--- src/hdl/mrtu_pkg.sv ---
// Shared types, constants and CRC function for the Modbus RTU request decoder.
`timescale 1ns / 1ps
`default_nettype none

package mrtu_pkg;

   localparam int MAX_FRAME = 128;
   localparam int MIN_FRAME = 8;
   localparam int HDR_BYTES = 6;
   localparam int CNT_W     = $clog2(MAX_FRAME + 2);

   localparam logic [15:0] CRC_INIT      = 16'hFFFF;
   localparam logic [15:0] CRC_POLY      = 16'hA001;
   localparam logic [15:0] COIL_ON_VALUE = 16'hFF00;
   localparam logic [7:0]  UNIT_ID_RESET = 8'd1;

   localparam logic [7:0] FC_COIL_STATUS    = 8'd1;
   localparam logic [7:0] FC_READ_DISCRETE  = 8'd2;
   localparam logic [7:0] FC_READ_HOLDING   = 8'd3;
   localparam logic [7:0] FC_READ_INPUT     = 8'd4;
   localparam logic [7:0] FC_FORCE_COIL     = 8'd5;
   localparam logic [7:0] FC_WRITE_REGS     = 8'd16;

   typedef enum logic [2:0] {
      ST_ACCEPTED      = 3'd0,
      ST_SHORT         = 3'd1,
      ST_OTHER_UNIT    = 3'd2,
      ST_BAD_CRC       = 3'd3,
      ST_UNKNOWN_FC    = 3'd4,
      ST_QTY_TOO_LARGE = 3'd5,
      ST_WRONG_LENGTH  = 3'd6,
      ST_OVERFLOW      = 3'd7
   } status_type;

   typedef enum logic [1:0] {
      CMD_READ_BITS  = 2'd0,
      CMD_READ_REGS  = 2'd1,
      CMD_WRITE_COIL = 2'd2,
      CMD_WRITE_REGS = 2'd3
   } command_type;

   // frame state captured on the last byte
   typedef struct packed {
      logic                           ovf;
      logic [CNT_W-1:0]               count;
      logic [15:0]                    crc;
      logic [15:0]                    rx_crc;
      logic [HDR_BYTES-1:0][7:0]      hdr;
   } snap_type;

   function automatic logic [15:0] crc_byte(input logic [15:0] crc, input logic [7:0] b);
      logic [15:0] c;
      c = crc ^ {8'h00, b};
      for (int k = 0; k < 8; k++) begin
         c = c[0] ? ((c >> 1) ^ CRC_POLY) : (c >> 1);
      end
      return c;
   endfunction

endpackage

`default_nettype wire

--- src/hdl/mrtu_frame_acc.sv ---
// Per-byte frame state: running CRC, byte count, header, delay line, snapshot.
`timescale 1ns / 1ps
`default_nettype none

module mrtu_frame_acc (
   input  wire logic              clock,
   input  wire logic              reset,
   input  wire logic              accept,
   input  wire logic [7:0]        rx_byte,
   input  wire logic              frame_end,
   input  wire logic              snap_take,
   output logic                   snap_valid,
   output mrtu_pkg::snap_type     snap
);
   import mrtu_pkg::*;

   logic [15:0]               crc_ff, crc_in, crc_upd;
   logic [CNT_W-1:0]          count_ff, count_in, count_upd;
   logic                      ovf_ff, ovf_in, ovf_upd;
   logic [7:0]                d0_ff, d0_in, d1_ff, d1_in;
   logic [HDR_BYTES-1:0][7:0] hdr_ff, hdr_in;
   logic                      snap_valid_ff, snap_valid_in;
   snap_type                  snap_ff, snap_in;

   always_comb begin
      crc_upd   = (count_ff >= CNT_W'(2)) ? crc_byte(crc_ff, d0_ff) : crc_ff;
      count_upd = (count_ff < CNT_W'(MAX_FRAME + 1)) ? count_ff + CNT_W'(1) : count_ff;
      ovf_upd   = ovf_ff | (count_upd > CNT_W'(MAX_FRAME));
      hdr_in    = hdr_ff;
      if (accept) begin
         for (int i = 0; i < HDR_BYTES; i++) begin
            if (count_ff == CNT_W'(i)) begin
               hdr_in[i] = rx_byte;
            end
         end
      end

      crc_in   = crc_ff;
      count_in = count_ff;
      ovf_in   = ovf_ff;
      d0_in    = d0_ff;
      d1_in    = d1_ff;
      snap_in  = snap_ff;
      snap_valid_in = snap_valid_ff & ~snap_take;
      if (accept) begin
         if (frame_end) begin
            crc_in   = CRC_INIT;
            count_in = '0;
            ovf_in   = 1'b0;
            d0_in    = 8'h00;
            d1_in    = 8'h00;
            snap_in.ovf    = ovf_upd;
            snap_in.count  = count_upd;
            snap_in.crc    = crc_upd;
            snap_in.rx_crc = {rx_byte, d1_ff};
            snap_in.hdr    = hdr_in;
            snap_valid_in  = 1'b1;
         end else begin
            crc_in   = crc_upd;
            count_in = count_upd;
            ovf_in   = ovf_upd;
            d0_in    = d1_ff;
            d1_in    = rx_byte;
         end
      end
   end

   always_ff @(posedge clock) begin
      if (reset) begin
         crc_ff        <= CRC_INIT;
         count_ff      <= '0;
         ovf_ff        <= 1'b0;
         d0_ff         <= 8'h00;
         d1_ff         <= 8'h00;
         snap_valid_ff <= 1'b0;
      end else begin
         crc_ff        <= crc_in;
         count_ff      <= count_in;
         ovf_ff        <= ovf_in;
         d0_ff         <= d0_in;
         d1_ff         <= d1_in;
         snap_valid_ff <= snap_valid_in;
      end
      hdr_ff  <= hdr_in;
      snap_ff <= snap_in;
   end

   assign snap_valid = snap_valid_ff;
   assign snap       = snap_ff;

   a_snap_held: assert property (@(posedge clock) disable iff (reset)
      snap_valid_ff && !snap_take |=> snap_valid_ff)
      else $error("pending frame snapshot dropped");

   a_count_sat: assert property (@(posedge clock) disable iff (reset)
      count_ff <= CNT_W'(MAX_FRAME + 1))
      else $error("byte count beyond saturation");

   a_frame_clear: assert property (@(posedge clock) disable iff (reset)
      accept && frame_end |=> count_ff == '0 && crc_ff == CRC_INIT && !ovf_ff)
      else $error("frame state not cleared after last byte");

endmodule

`default_nettype wire

--- src/hdl/mrtu_check.sv ---
// Request checks and reply sizing on the frame snapshot, with the result register.
`timescale 1ns / 1ps
`default_nettype none

module mrtu_check (
   input  wire logic              clock,
   input  wire logic              reset,
   input  wire logic              snap_valid,
   input  wire mrtu_pkg::snap_type snap,
   input  wire logic [7:0]        unit_id,
   output logic                   snap_take,
   output logic                   rsp_valid,
   input  wire logic              rsp_stall,
   output logic [2:0]             rsp_status,
   output logic [1:0]             rsp_command,
   output logic [7:0]             rsp_function_code,
   output logic [15:0]            rsp_start_address,
   output logic [15:0]            rsp_quantity,
   output logic                   rsp_coil_on,
   output logic [7:0]             rsp_reply_byte_count,
   output logic [8:0]             rsp_reply_length
);
   import mrtu_pkg::*;

   logic [7:0]  fc;
   logic [15:0] addr, qty, bits;
   logic [16:0] regs2;
   logic        known, len_bad;
   status_type  st;
   command_type cmd;
   logic        coil;
   logic [7:0]  rbc;
   logic [8:0]  rlen;

   logic        rsp_valid_ff, rsp_valid_in;
   status_type  status_ff;
   command_type command_ff;
   logic [7:0]  fc_ff, rbc_ff;
   logic [15:0] addr_ff, qty_ff;
   logic        coil_ff;
   logic [8:0]  rlen_ff;

   always_comb begin
      fc    = snap.hdr[1];
      addr  = {snap.hdr[2], snap.hdr[3]};
      qty   = {snap.hdr[4], snap.hdr[5]};
      known = 1'b1;
      cmd   = CMD_READ_BITS;
      coil  = 1'b0;
      case (fc)
         FC_COIL_STATUS, FC_READ_DISCRETE: cmd = CMD_READ_BITS;
         FC_READ_HOLDING, FC_READ_INPUT:  cmd = CMD_READ_REGS;
         FC_FORCE_COIL: begin
            cmd  = CMD_WRITE_COIL;
            coil = (qty == COIL_ON_VALUE);
         end
         FC_WRITE_REGS: cmd = CMD_WRITE_REGS;
         default:       known = 1'b0;
      endcase

      len_bad = (fc == FC_WRITE_REGS)
              ? (18'(snap.count) != 18'd9 + {1'b0, qty, 1'b0})
              : (snap.count != CNT_W'(MIN_FRAME));

      if (snap.ovf)                                     st = ST_OVERFLOW;
      else if (snap.count < CNT_W'(MIN_FRAME))          st = ST_SHORT;
      else if (snap.hdr[0] != unit_id)                  st = ST_OTHER_UNIT;
      else if (snap.crc != snap.rx_crc)                 st = ST_BAD_CRC;
      else if (!known)                                  st = ST_UNKNOWN_FC;
      else if (fc != FC_FORCE_COIL && qty > 16'(MAX_FRAME)) st = ST_QTY_TOO_LARGE;
      else if (len_bad)                                 st = ST_WRONG_LENGTH;
      else                                              st = ST_ACCEPTED;

      bits  = (qty == 16'd0) ? 16'd1 : ((qty - 16'd1) >> 3) + 16'd1;
      regs2 = {qty, 1'b0};
      rbc   = 8'h00;
      rlen  = 9'd0;
      if (st == ST_ACCEPTED) begin
         case (cmd)
            CMD_READ_BITS: begin
               rbc  = bits[7:0];
               rlen = 9'(bits + 16'd5);
            end
            CMD_READ_REGS: begin
               rbc  = regs2[7:0];
               rlen = 9'(regs2 + 17'd5);
            end
            default: begin
               rbc  = 8'h00;
               rlen = 9'd8;
            end
         endcase
      end

      if (st inside {ST_OVERFLOW, ST_SHORT}) begin
         cmd  = CMD_READ_BITS;
         coil = 1'b0;
         fc   = 8'h00;
         addr = 16'h0000;
         qty  = 16'h0000;
      end
   end

   assign snap_take    = !rsp_valid_ff || !rsp_stall;
   assign rsp_valid_in = snap_take ? snap_valid : rsp_valid_ff;

   always_ff @(posedge clock) begin
      if (reset) begin
         rsp_valid_ff <= 1'b0;
      end else begin
         rsp_valid_ff <= rsp_valid_in;
      end
      if (snap_take && snap_valid) begin
         status_ff  <= st;
         command_ff <= cmd;
         fc_ff      <= fc;
         addr_ff    <= addr;
         qty_ff     <= qty;
         coil_ff    <= coil;
         rbc_ff     <= rbc;
         rlen_ff    <= rlen;
      end
   end

   assign rsp_valid            = rsp_valid_ff;
   assign rsp_status           = status_ff;
   assign rsp_command          = command_ff;
   assign rsp_function_code    = fc_ff;
   assign rsp_start_address    = addr_ff;
   assign rsp_quantity         = qty_ff;
   assign rsp_coil_on          = coil_ff;
   assign rsp_reply_byte_count = rbc_ff;
   assign rsp_reply_length     = rlen_ff;

   a_snap_to_rsp: assert property (@(posedge clock) disable iff (reset)
      snap_valid && snap_take |=> rsp_valid_ff)
      else $error("snapshot taken without a result beat");

   a_reject_blank: assert property (@(posedge clock) disable iff (reset)
      rsp_valid_ff && (status_ff == ST_SHORT || status_ff == ST_OVERFLOW)
      |-> fc_ff == 8'h00 && qty_ff == 16'h0000 && rlen_ff == 9'd0)
      else $error("short or overflow result carries fields");

   a_write_len: assert property (@(posedge clock) disable iff (reset)
      rsp_valid_ff && status_ff == ST_ACCEPTED
      && (command_ff == CMD_WRITE_COIL || command_ff == CMD_WRITE_REGS)
      |-> rlen_ff == 9'd8)
      else $error("write reply length not 8");

endmodule

`default_nettype wire

--- src/hdl/modbus_rtu_request_decoder_unit.sv ---
// Top level of the Modbus RTU request decoder: unit id register and stage wiring.
// Takes one frame byte per clock while req_stall is low (req_frame_end marks the last
// byte) and gives one result beat per frame; the last byte is registered into a snapshot,
// which then moves into the result register. Each byte updates the running CRC-16, header
// and byte count; the snapshot waits there until the result register can take it.
// req_stall rises only while a snapshot waits behind a stalled result register.
// csr_wr_en writes the unit id (reset value 1); write it only while no frame is pending.
`timescale 1ns / 1ps
`default_nettype none

module modbus_rtu_request_decoder_unit (
   input  wire logic        clock,
   input  wire logic        reset,
   input  wire logic        req_valid,
   output logic             req_stall,
   input  wire logic [7:0]  req_rx_byte,
   input  wire logic        req_frame_end,
   output logic             rsp_valid,
   input  wire logic        rsp_stall,
   output logic [2:0]       rsp_status,
   output logic [1:0]       rsp_command,
   output logic [7:0]       rsp_function_code,
   output logic [15:0]      rsp_start_address,
   output logic [15:0]      rsp_quantity,
   output logic             rsp_coil_on,
   output logic [7:0]       rsp_reply_byte_count,
   output logic [8:0]       rsp_reply_length,
   input  wire logic        csr_wr_en,
   input  wire logic [7:0]  csr_wr_data
);
   import mrtu_pkg::*;

   logic [7:0] unit_id_ff, unit_id_in;
   logic       accept, snap_valid, snap_take;
   snap_type   snap;

   assign unit_id_in = csr_wr_en ? csr_wr_data : unit_id_ff;

   always_ff @(posedge clock) begin
      if (reset) begin
         unit_id_ff <= UNIT_ID_RESET;
      end else begin
         unit_id_ff <= unit_id_in;
      end
   end

   assign req_stall = snap_valid && !snap_take;
   assign accept    = req_valid && !req_stall;

   mrtu_frame_acc u_frame_acc (
      .clock      (clock),
      .reset      (reset),
      .accept     (accept),
      .rx_byte    (req_rx_byte),
      .frame_end  (req_frame_end),
      .snap_take  (snap_take),
      .snap_valid (snap_valid),
      .snap       (snap)
   );

   mrtu_check u_check (
      .clock                (clock),
      .reset                (reset),
      .snap_valid           (snap_valid),
      .snap                 (snap),
      .unit_id              (unit_id_ff),
      .snap_take            (snap_take),
      .rsp_valid            (rsp_valid),
      .rsp_stall            (rsp_stall),
      .rsp_status           (rsp_status),
      .rsp_command          (rsp_command),
      .rsp_function_code    (rsp_function_code),
      .rsp_start_address    (rsp_start_address),
      .rsp_quantity         (rsp_quantity),
      .rsp_coil_on          (rsp_coil_on),
      .rsp_reply_byte_count (rsp_reply_byte_count),
      .rsp_reply_length     (rsp_reply_length)
   );

endmodule

`default_nettype wire
--- config.mk ---
export PLATFORM = sky130hd
export DESIGN_NAME = modbus_rtu_request_decoder_unit
export DESIGN_NICKNAME = d
export VERILOG_FILES = /design/src/hdl/mrtu_pkg.sv /design/src/hdl/mrtu_frame_acc.sv /design/src/hdl/mrtu_check.sv /design/src/hdl/modbus_rtu_request_decoder_unit.sv
export SDC_FILE = /design/constraint.sdc
export NUM_CORES = 1
export LEC_CHECK = 0
export ABC_AREA = 1
export ABC_CLOCK_PERIOD_IN_PS = 10900
export BUFFER_PORTS_ARGS = -buffer_cell sky130_fd_sc_hd__buf_2
export CAP_MARGIN = 20
export CORE_AREA = 3 3 162 164
export CTS_CLUSTER_DIAMETER = 100
export DETAILED_ROUTE_END_ITERATION = 8
export DIE_AREA = 0 0 165 167
export GPL_TIMING_DRIVEN = 0
export PLACE_DENSITY = 0.7
export RECOVER_POWER = 50
export SYNTH_ARGS = -nofsm -noshare
export SYNTH_HDL_FRONTEND = slang
export SYNTH_HIERARCHICAL = 1
export SYNTH_SLANG_ARGS = --single-unit
--- constraint.sdc ---
create_clock -name clock -period 10.9 [get_ports clock]
set_clock_uncertainty 0.15 [all_clocks]
set_input_delay 2.18 -clock clock [delete_from_list [all_inputs] [get_ports clock]]
set_output_delay 2.18 -clock clock [all_outputs]
set_load 0.02 [all_outputs]
==> results of run 1 <==
flip-flops by register name, indices dropped and copies added, names as in the netlist, 9 cells and up:
| register | cells |
|---|---|
| u_frame_acc/crc_ff | 16 |
| u_frame_acc/hdr_ff | 48 |
| u_check/rsp_quantity | 16 |
| u_check/rsp_start_address | 16 |
| u_frame_acc/snap | 89 |
| u_check/rsp_reply_length | 9 |
metal layers:
layer  up-vias  GRT usage  share of wire
met3        46    0.02313          0.047
met2       182     0.3081           0.49
met1      3853     0.2351           0.45
li1       4225          -              -
met5         -          0              0
met4         0    0.04522          0.022
power groups by stage:
stage	clock network, mW	logic, mW	registers, mW
after floorplan	0	0.117	1.11
after global placement	0	0.168	1.11
after detailed placement	0	0.176	1.11
after CTS	0.905	0.176	1.09
after global routing	0.953	0.194	1.09
final	0.885	0.171	1.09
cell families after synthesis:
family,Yosys count,share of synthesized area
compound gates,149,0.07029
xor+xnor,46,0.03894
fa+ha+maj,12,0.01339
buf+inv,180,0.06549
flops,251,0.5837
simple gates,583,0.2282
layout make-up:
cell class | count | area, um2 | share of cell area
buffer | 33 | 173.9 | 0.01356
clock buffer | 37 | 754.5 | 0.05884
clock inverter | 11 | 128.9 | 0.01005
inverter | 147 | 556.8 | 0.04342
multi-input combinational | 790 | 3872 | 0.3020
sequential | 251 | 6546 | 0.5105
tap | 330 | 412.9 | 0.03220
timing repair buffer | 88 | 376.6 | 0.02937
final timing paths:
check	depth (start not counted)	start	slack, ns	to
setup / recovery	4	rsp_stall	5.63	req_stall
hold / removal	0	u_frame_acc/d1_ff[6]	0.31	u_frame_acc/snap[54]
setup reg to reg	4	u_frame_acc/snap_valid	7.22	u_check/rsp_reply_byte_count[5]
hold reg to reg	0	u_frame_acc/d1_ff[6]	0.31	u_frame_acc/snap[54]
per-stage QoR:
stage	power [mW]	instance area, um2	cells	utilization
finish	2.145	12820	1687	0.5121
global route	2.240	12820	1687	0.5121
CTS	2.169	13020	1687	0.5199
detailed placement	1.284	12130	1639	0.4847
global placement	1.277	12050	1636	0.4814
floorplan	1.229	11210	1221	-
synthesized netlist by cell type (2+ instances only):
| cell | number |
|---|---|
| sky130_fd_sc_hd__nand2_1 | 286 |
| sky130_fd_sc_hd__nand3_1 | 66 |
| sky130_fd_sc_hd__nor3_1 | 10 |
| sky130_fd_sc_hd__a22oi_1 | 2 |
| sky130_fd_sc_hd__inv_1 | 138 |
| sky130_fd_sc_hd__nand2_4 | 3 |
| sky130_fd_sc_hd__buf_4 | 5 |
| sky130_fd_sc_hd__nor2_4 | 3 |
| sky130_fd_sc_hd__nor4_1 | 3 |
| sky130_fd_sc_hd__xor2_1 | 21 |
| sky130_fd_sc_hd__xnor2_1 | 22 |
| sky130_fd_sc_hd__nor2_1 | 144 |
| sky130_fd_sc_hd__clkbuf_1 | 18 |
| sky130_fd_sc_hd__or2_2 | 5 |
| sky130_fd_sc_hd__dfxtp_1 | 99 |
| sky130_fd_sc_hd__o21ai_0 | 54 |
| sky130_fd_sc_hd__buf_6 | 4 |
| sky130_fd_sc_hd__buf_2 | 5 |
| sky130_fd_sc_hd__edfxtp_1 | 152 |
| sky130_fd_sc_hd__o21ai_1 | 18 |
| sky130_fd_sc_hd__ha_1 | 12 |
| sky130_fd_sc_hd__nand2_2 | 16 |
| sky130_fd_sc_hd__inv_2 | 7 |
| sky130_fd_sc_hd__or2_0 | 4 |
| sky130_fd_sc_hd__a21oi_1 | 67 |
| sky130_fd_sc_hd__nand3_2 | 7 |
| sky130_fd_sc_hd__nor2_2 | 12 |
| sky130_fd_sc_hd__nand4_1 | 18 |
| sky130_fd_sc_hd__o21a_1 | 2 |
==> results.toml, run 1 <==
[place]
place_congestion = 0.9268
dpl.hpwl_mm = 17.79
detailedPlace.worstSlack_ns = 5.609
port_buffers = 85

[pwr]
net-switching-power_uw = 494.0
power_switching_share = 0.2303
power.density_nw_per_um2 = 167.3
static_leak_nw = 5.252
power.internal_mw = 1.651
worst_ir_drop_vdd_v = 0.0001301
power_frac_seq = 0.507
power.combinational.fraction = 0.080
clkPwrFrac = 0.413

[yosys]
synth.distinct_cells = 47
synth_area_um2 = 11210
yosys_warnings = 6
post_synth.cell_area_avg_um2 = 9.185
synth_cells = 1221
synth_top_cell_by_area = "sky130_fd_sc_hd__edfxtp_1"
postSynthRegisterBits = 251
synth_enable_flop_cells = 152
synth.net_count = 1255
synth.top_cells.by_area = "sky130_fd_sc_hd__edfxtp_1 41%, sky130_fd_sc_hd__dfxtp_1 18%, sky130_fd_sc_hd__nand2_1 9.6%"
synth-seq-area-share = 0.5837
dominantRegCellSynth = "sky130_fd_sc_hd__edfxtp_1"
synth_async_sr_flop_share = 0
synth_top_cell_area_share = 0.4070

[sta]
post-route-period-util = 0.4837
timing.setup.tns_ns = 0
hold_ws_ns = 0.3070
final_critical_path_setup_slack_ns = 5.628
fmax_ghz = 0.1897
hold_fails_final_rpt = 0
maxSlewViolCount = 65
slew_headroom = -0.1302
rsz0062_at_grt = "no"
timing.final.crit_period_ns = 5.272
finalSetupViolCount = 0
timing_worst_slew_pin_value_ns = 1.695

[setup_path]
critical_path_peak_fanout = 3
worst_path_arrival_time_ns = 2.94
worst_path_largest_cell_delay_ns = 0.32
crit_slowest_cell = "sky130_fd_sc_hd__nor2_1"
setup.worst_path.class = "primary input to primary output"
cp-end-kind = "primary output"
timing.critical_path.cells = "clkbuf_1 -> nand2_1 -> nor2_1 -> buf_2"
worst-path-buf-inv = 2
worst-endpoint-required_ns = 8.57
kind_of_cell_adding_the_most_delay_to_the_critical_path = "simple AND/OR/NAND/NOR gates"
setup.worst_path.start_class = "primary input"

[die]
fp-row-count = 58
x_dimension_of_the_die_um = 165
floorplan.io_pins = 87
placeable_area_um2 = 25040
initial_core_util = 0.4479
design.die.area_um2 = 27560
die_height_um = 167

[clock_network]
cts-htree-levels = 1
ctsResizeCount = 0
cts.sink_count = 251
post_cts_hold_buffer_count = 0
cts_buffers = 26
cts_max_path_buffers = 3
clock_latency_ns = 0.54
cts_post_setup_buffers_inserted = 0
tritoncts = "built"
clock-root-buffer = "sky130_fd_sc_hd__clkbuf_16"
clock_pin_slew_reported_for_the_worst_setup_and_hold_paths_after_clock_tree_synthesis_ns = 0.06

[run_status]
failing_checks = "max-capacitance violations, max-slew violations"
run_status = "complete, but fails checks"

[global_route]
grt_antenna_before_repair = 0
grt_start_max_net_pins = 50
gr-total-overflow = 0
grt_pass1_vias = 8014
grtUsageTotal = 0.1779
grt_first_pass_wirelength_mm = 39.86

[final_layout]
finish.net_count = 1371
leading_cell_type_in_the_layout_fill_and_taps_excluded = "sky130_fd_sc_hd__nand2_1"
most-common-layout-cells = "290 x sky130_fd_sc_hd__nand2_1, 152 x sky130_fd_sc_hd__edfxtp_1, 145 x sky130_fd_sc_hd__nor2_1, 138 x sky130_fd_sc_hd__inv_1, 99 x sky130_fd_sc_hd__dfxtp_1"
layout-drive-gt1-share = 0.08769
final.fill_count = 2361
synthToLayoutAreaGrowth_pct = 14.34
insertedDiodeCount = 0

[detailed_routing]
detailed_route_wire_length_per_cell_um = 14.57
post_drt_via_cell_ratio = 4.924
drt_wl_total_mm = 24.58
postRouteAntennaNets = 0
drtPass1Iterations = 7
num_vias = 8306
post-route-drc-count = 0
first_iter_violations = 522

[flow_run]
cap_violations = 2

[min_path]
hold_path.class = "flop to flop"
Power figures use the tool's default switching activity.
==> inputs of run 2 (changes only) <==
- ABC_AREA: 1 -> 0
- ABC_CLOCK_PERIOD_IN_PS: 10900 -> 4600
- CORE_AREA: 3 3 162 164 -> 3 3 161 163
- DIE_AREA: 0 0 165 167 -> 0 0 164 166
- PLACE_DENSITY: 0.7 -> 0.72
- clock period: 10.9 -> 4.6 ns (I/O delays scaled with it)
==> results.toml, run 2 <==
[setup_path]
setup.worst_path.class = "flop to flop"
worst_path_largest_cell_delay_ns = 0.46
crit_path_frequent_cell = "sky130_fd_sc_hd__xnor2_1"
ff2ff_path_depth = 14
worst_path_arrival_time_ns = 4.49
critical_path_peak_fanout = 10
r2r-end = "u_check/rsp_reply_length[3]"
crit_slowest_cell = "sky130_fd_sc_hd__buf_1"
timing.critical_path.cells = "buf_1 -> inv_1 -> ha_1 -> o21ai_1 -> a21boi_0 -> or2_2 -> ha_1 -> xnor2_1 -> xnor2_1 -> a21oi_1 -> xor2_1 -> xnor2_1 -> o311a_1 -> nor4_1"
kind_of_cell_adding_the_most_delay_to_the_critical_path = "compound AO/OA/AOI/OAI gates"
crit-reg2reg-launch = "u_frame_acc/snap[43]"
cp-end-kind = "flop"
critical_path.startpoint = "u_frame_acc/snap[43]"
worst-endpoint-required_ns = 4.79
worst-path-buf-inv = 2
timing.reg2reg.setup_slack_ns = 0.30
setup.worst_path.start_class = "flop"

[yosys]
synth_enable_flop_cells = 152
post_synth.cell_area_avg_um2 = 11.93
dominantRegCellSynth = "sky130_fd_sc_hd__edfxtp_1"
synth_async_sr_flop_share = 0
synth_cells = 923
synth.net_count = 957
most_used_standard_cell_by_instance_count_after_synthesis = "sky130_fd_sc_hd__edfxtp_1"
synth_top_cells_by_count = "152 x sky130_fd_sc_hd__edfxtp_1, 111 x sky130_fd_sc_hd__nor2_1, 99 x sky130_fd_sc_hd__dfxtp_1"
synth-seq-area-share = 0.5945
synth_area_um2 = 11010
synth.distinct_cells = 74
synth_top_cell_area_share = 0.4145
yosys_warnings = 6
postSynthRegisterBits = 251
synth.top_cells.by_area = "sky130_fd_sc_hd__edfxtp_1 41%, sky130_fd_sc_hd__dfxtp_1 18%, sky130_fd_sc_hd__mux2_2 6.0%"
synth_top_cell_by_area = "sky130_fd_sc_hd__edfxtp_1"

[global_route]
gr-total-overflow = 0
grt_first_pass_wirelength_mm = 37.49
grt_start_max_net_pins = 52
grtUsageTotal = 0.1706
grt_pass1_vias = 7084
grt_antenna_before_repair = 1

[clock_network]
tritoncts = "built"
cts-htree-levels = 1
cts_post_setup_buffers_inserted = 0
clock-root-buffer = "sky130_fd_sc_hd__clkbuf_16"
cts_buffers = 26
post_cts_hold_buffer_count = 0
clock_latency_ns = 0.52
clock_pin_slew_reported_for_the_worst_setup_and_hold_paths_after_clock_tree_synthesis_ns = 0.06
cts.sink_count = 251
ctsResizeCount = 0
cts_max_path_buffers = 3

[die]
placeable_area_um2 = 24460
die_height_um = 166
fp-row-count = 57
design.die.area_um2 = 27220
initial_core_util = 0.4502
floorplan.io_pins = 87
x_dimension_of_the_die_um = 164

[sta]
timing.final.crit_period_ns = 4.296
maxSlewViolCount = 108
hold_ws_ns = 0.3078
rsz0062_at_grt = "no"
timing.setup.tns_ns = 0
finalSetupViolCount = 0
timing_worst_slew_pin_value_ns = 2.123
slew_headroom = -0.4153
hold_fails_final_rpt = 0
fmax_ghz = 0.2328
post-route-period-util = 0.9338

[final_layout]
most-common-layout-cells = "152 x sky130_fd_sc_hd__edfxtp_1, 115 x sky130_fd_sc_hd__clkbuf_1, 111 x sky130_fd_sc_hd__nor2_1, 99 x sky130_fd_sc_hd__dfxtp_1, 61 x sky130_fd_sc_hd__nand2_1"
insertedDiodeCount = 0
finish.net_count = 1072
fin_cells = 1382
synthToLayoutAreaGrowth_pct = 15.52
largest_reg_flops = 89
final.fill_count = 2183
leading_cell_type_in_the_layout_fill_and_taps_excluded = "sky130_fd_sc_hd__edfxtp_1"
layout-drive-gt1-share = 0.1238
finalCoreUtilization = 0.5200

[min_path]
hold_path.class = "flop to flop"
timing.hold.worst_endpoint = "u_frame_acc/snap[50]"
holdCritStartpoint = "u_frame_acc/d1_ff[2]"
holdPathStages = 0

[detailed_routing]
post-route-drc-count = 0
drtPass1Iterations = 5
drt_wl_total_mm = 23.53
post_drt_via_cell_ratio = 5.323
first_iter_violations = 556
num_vias = 7356
postRouteAntennaNets = 0
detailed_route_wire_length_per_cell_um = 17.02

[pwr]
worst_ir_drop_vdd_v = 0.0002752
static_leak_nw = 4.501
power.density_nw_per_um2 = 411.8

[place]
port_buffers = 85
dpl.hpwl_mm = 16.16
place_inst = 1334
place_congestion = 0.8654

[run_status]
failing_checks = "max-capacitance violations, max-slew violations"
run_status = "complete, but fails checks"

[flow_run]
cap_violations = 3
-- run 2: worst reg2reg max path, cell delays in order (launching register included) --
cell and delay (ns):
sky130_fd_sc_hd__edfxtp_1 0.42, sky130_fd_sc_hd__buf_1 0.46, sky130_fd_sc_hd__inv_1 0.17, sky130_fd_sc_hd__ha_1 0.25, sky130_fd_sc_hd__o21ai_1 0.33, sky130_fd_sc_hd__a21boi_0 0.31
sky130_fd_sc_hd__or2_2 0.34, sky130_fd_sc_hd__ha_1 0.27, sky130_fd_sc_hd__xnor2_1 0.17, sky130_fd_sc_hd__xnor2_1 0.31, sky130_fd_sc_hd__a21oi_1 0.12, sky130_fd_sc_hd__xor2_1 0.17
sky130_fd_sc_hd__xnor2_1 0.19, sky130_fd_sc_hd__o311a_1 0.32, sky130_fd_sc_hd__nor4_1 0.16
-- run 2: cell families after synthesis --
kind of cell,count (synthesis),synth area share
xor gates and xnor gates,80,0.06806
DFF,251,0.5945
and+or+nand+nor,319,0.1441
buffers and inverters,63,0.02579
AOI/OAI and AO/OA,120,0.07624
adders and majority gates,13,0.01454
muxes,77,0.07681
-- run 2: layout make-up --
type                       count  area (um2)  share of cell area
multi-input combinational    609        4164              0.3273
clock inverter                11       215.2             0.01692
timing repair buffer          87       365.4             0.02872
inverter                      16       60.06            0.004721
tap                          324       405.4             0.03187
sequential                   251        6546              0.5146
clock buffer                  37       743.2             0.05842
buffer                        47       221.5             0.01741
-- run 2: report_power, final --
group          switching, mW  internal [mW]
Sequential            0.0467           2.52
Clock                  0.835           1.46
Combinational          0.230          0.143
-- run 2: per-stage QoR --
step	worst slack (ns)	area, um2	total power [mW]
3_5_place_dp	0.3812	11890	2.993
6_report	0.3044	12720	5.239
5_1_grt	0.04336	12720	5.429
2_1_floorplan	1.051	11010	2.869
3_3_place_gp	0.04217	11840	2.977
4_1_cts	0.3687	12850	5.295
-- run 2: how the worst max path moves through the flow --
| stage | end | slack [ns] | depth (start not counted) |
|---|---|---|---|
| after floorplan | u_check/rsp_reply_length[8] | 1.05 | 14 |
| after global placement | u_frame_acc/crc_ff[15] | 0.04 | 8 |
| after detailed placement | u_check/rsp_reply_length[3] | 0.38 | 14 |
| after CTS | u_check/rsp_reply_length[3] | 0.37 | 14 |
| after global routing | u_check/rsp_reply_length[3] | 0.04 | 14 |
| final | u_check/rsp_reply_length[3] | 0.30 | 14 |
-- run 2: metal layers --
metal,vias up,part of all wire,GRT usage
li1,3561,-,-
met1,3523,0.44,0.2305
met3,51,0.058,0.02519
met5,-,0,0
met4,0,0.032,0.05333
met2,221,0.47,0.2839
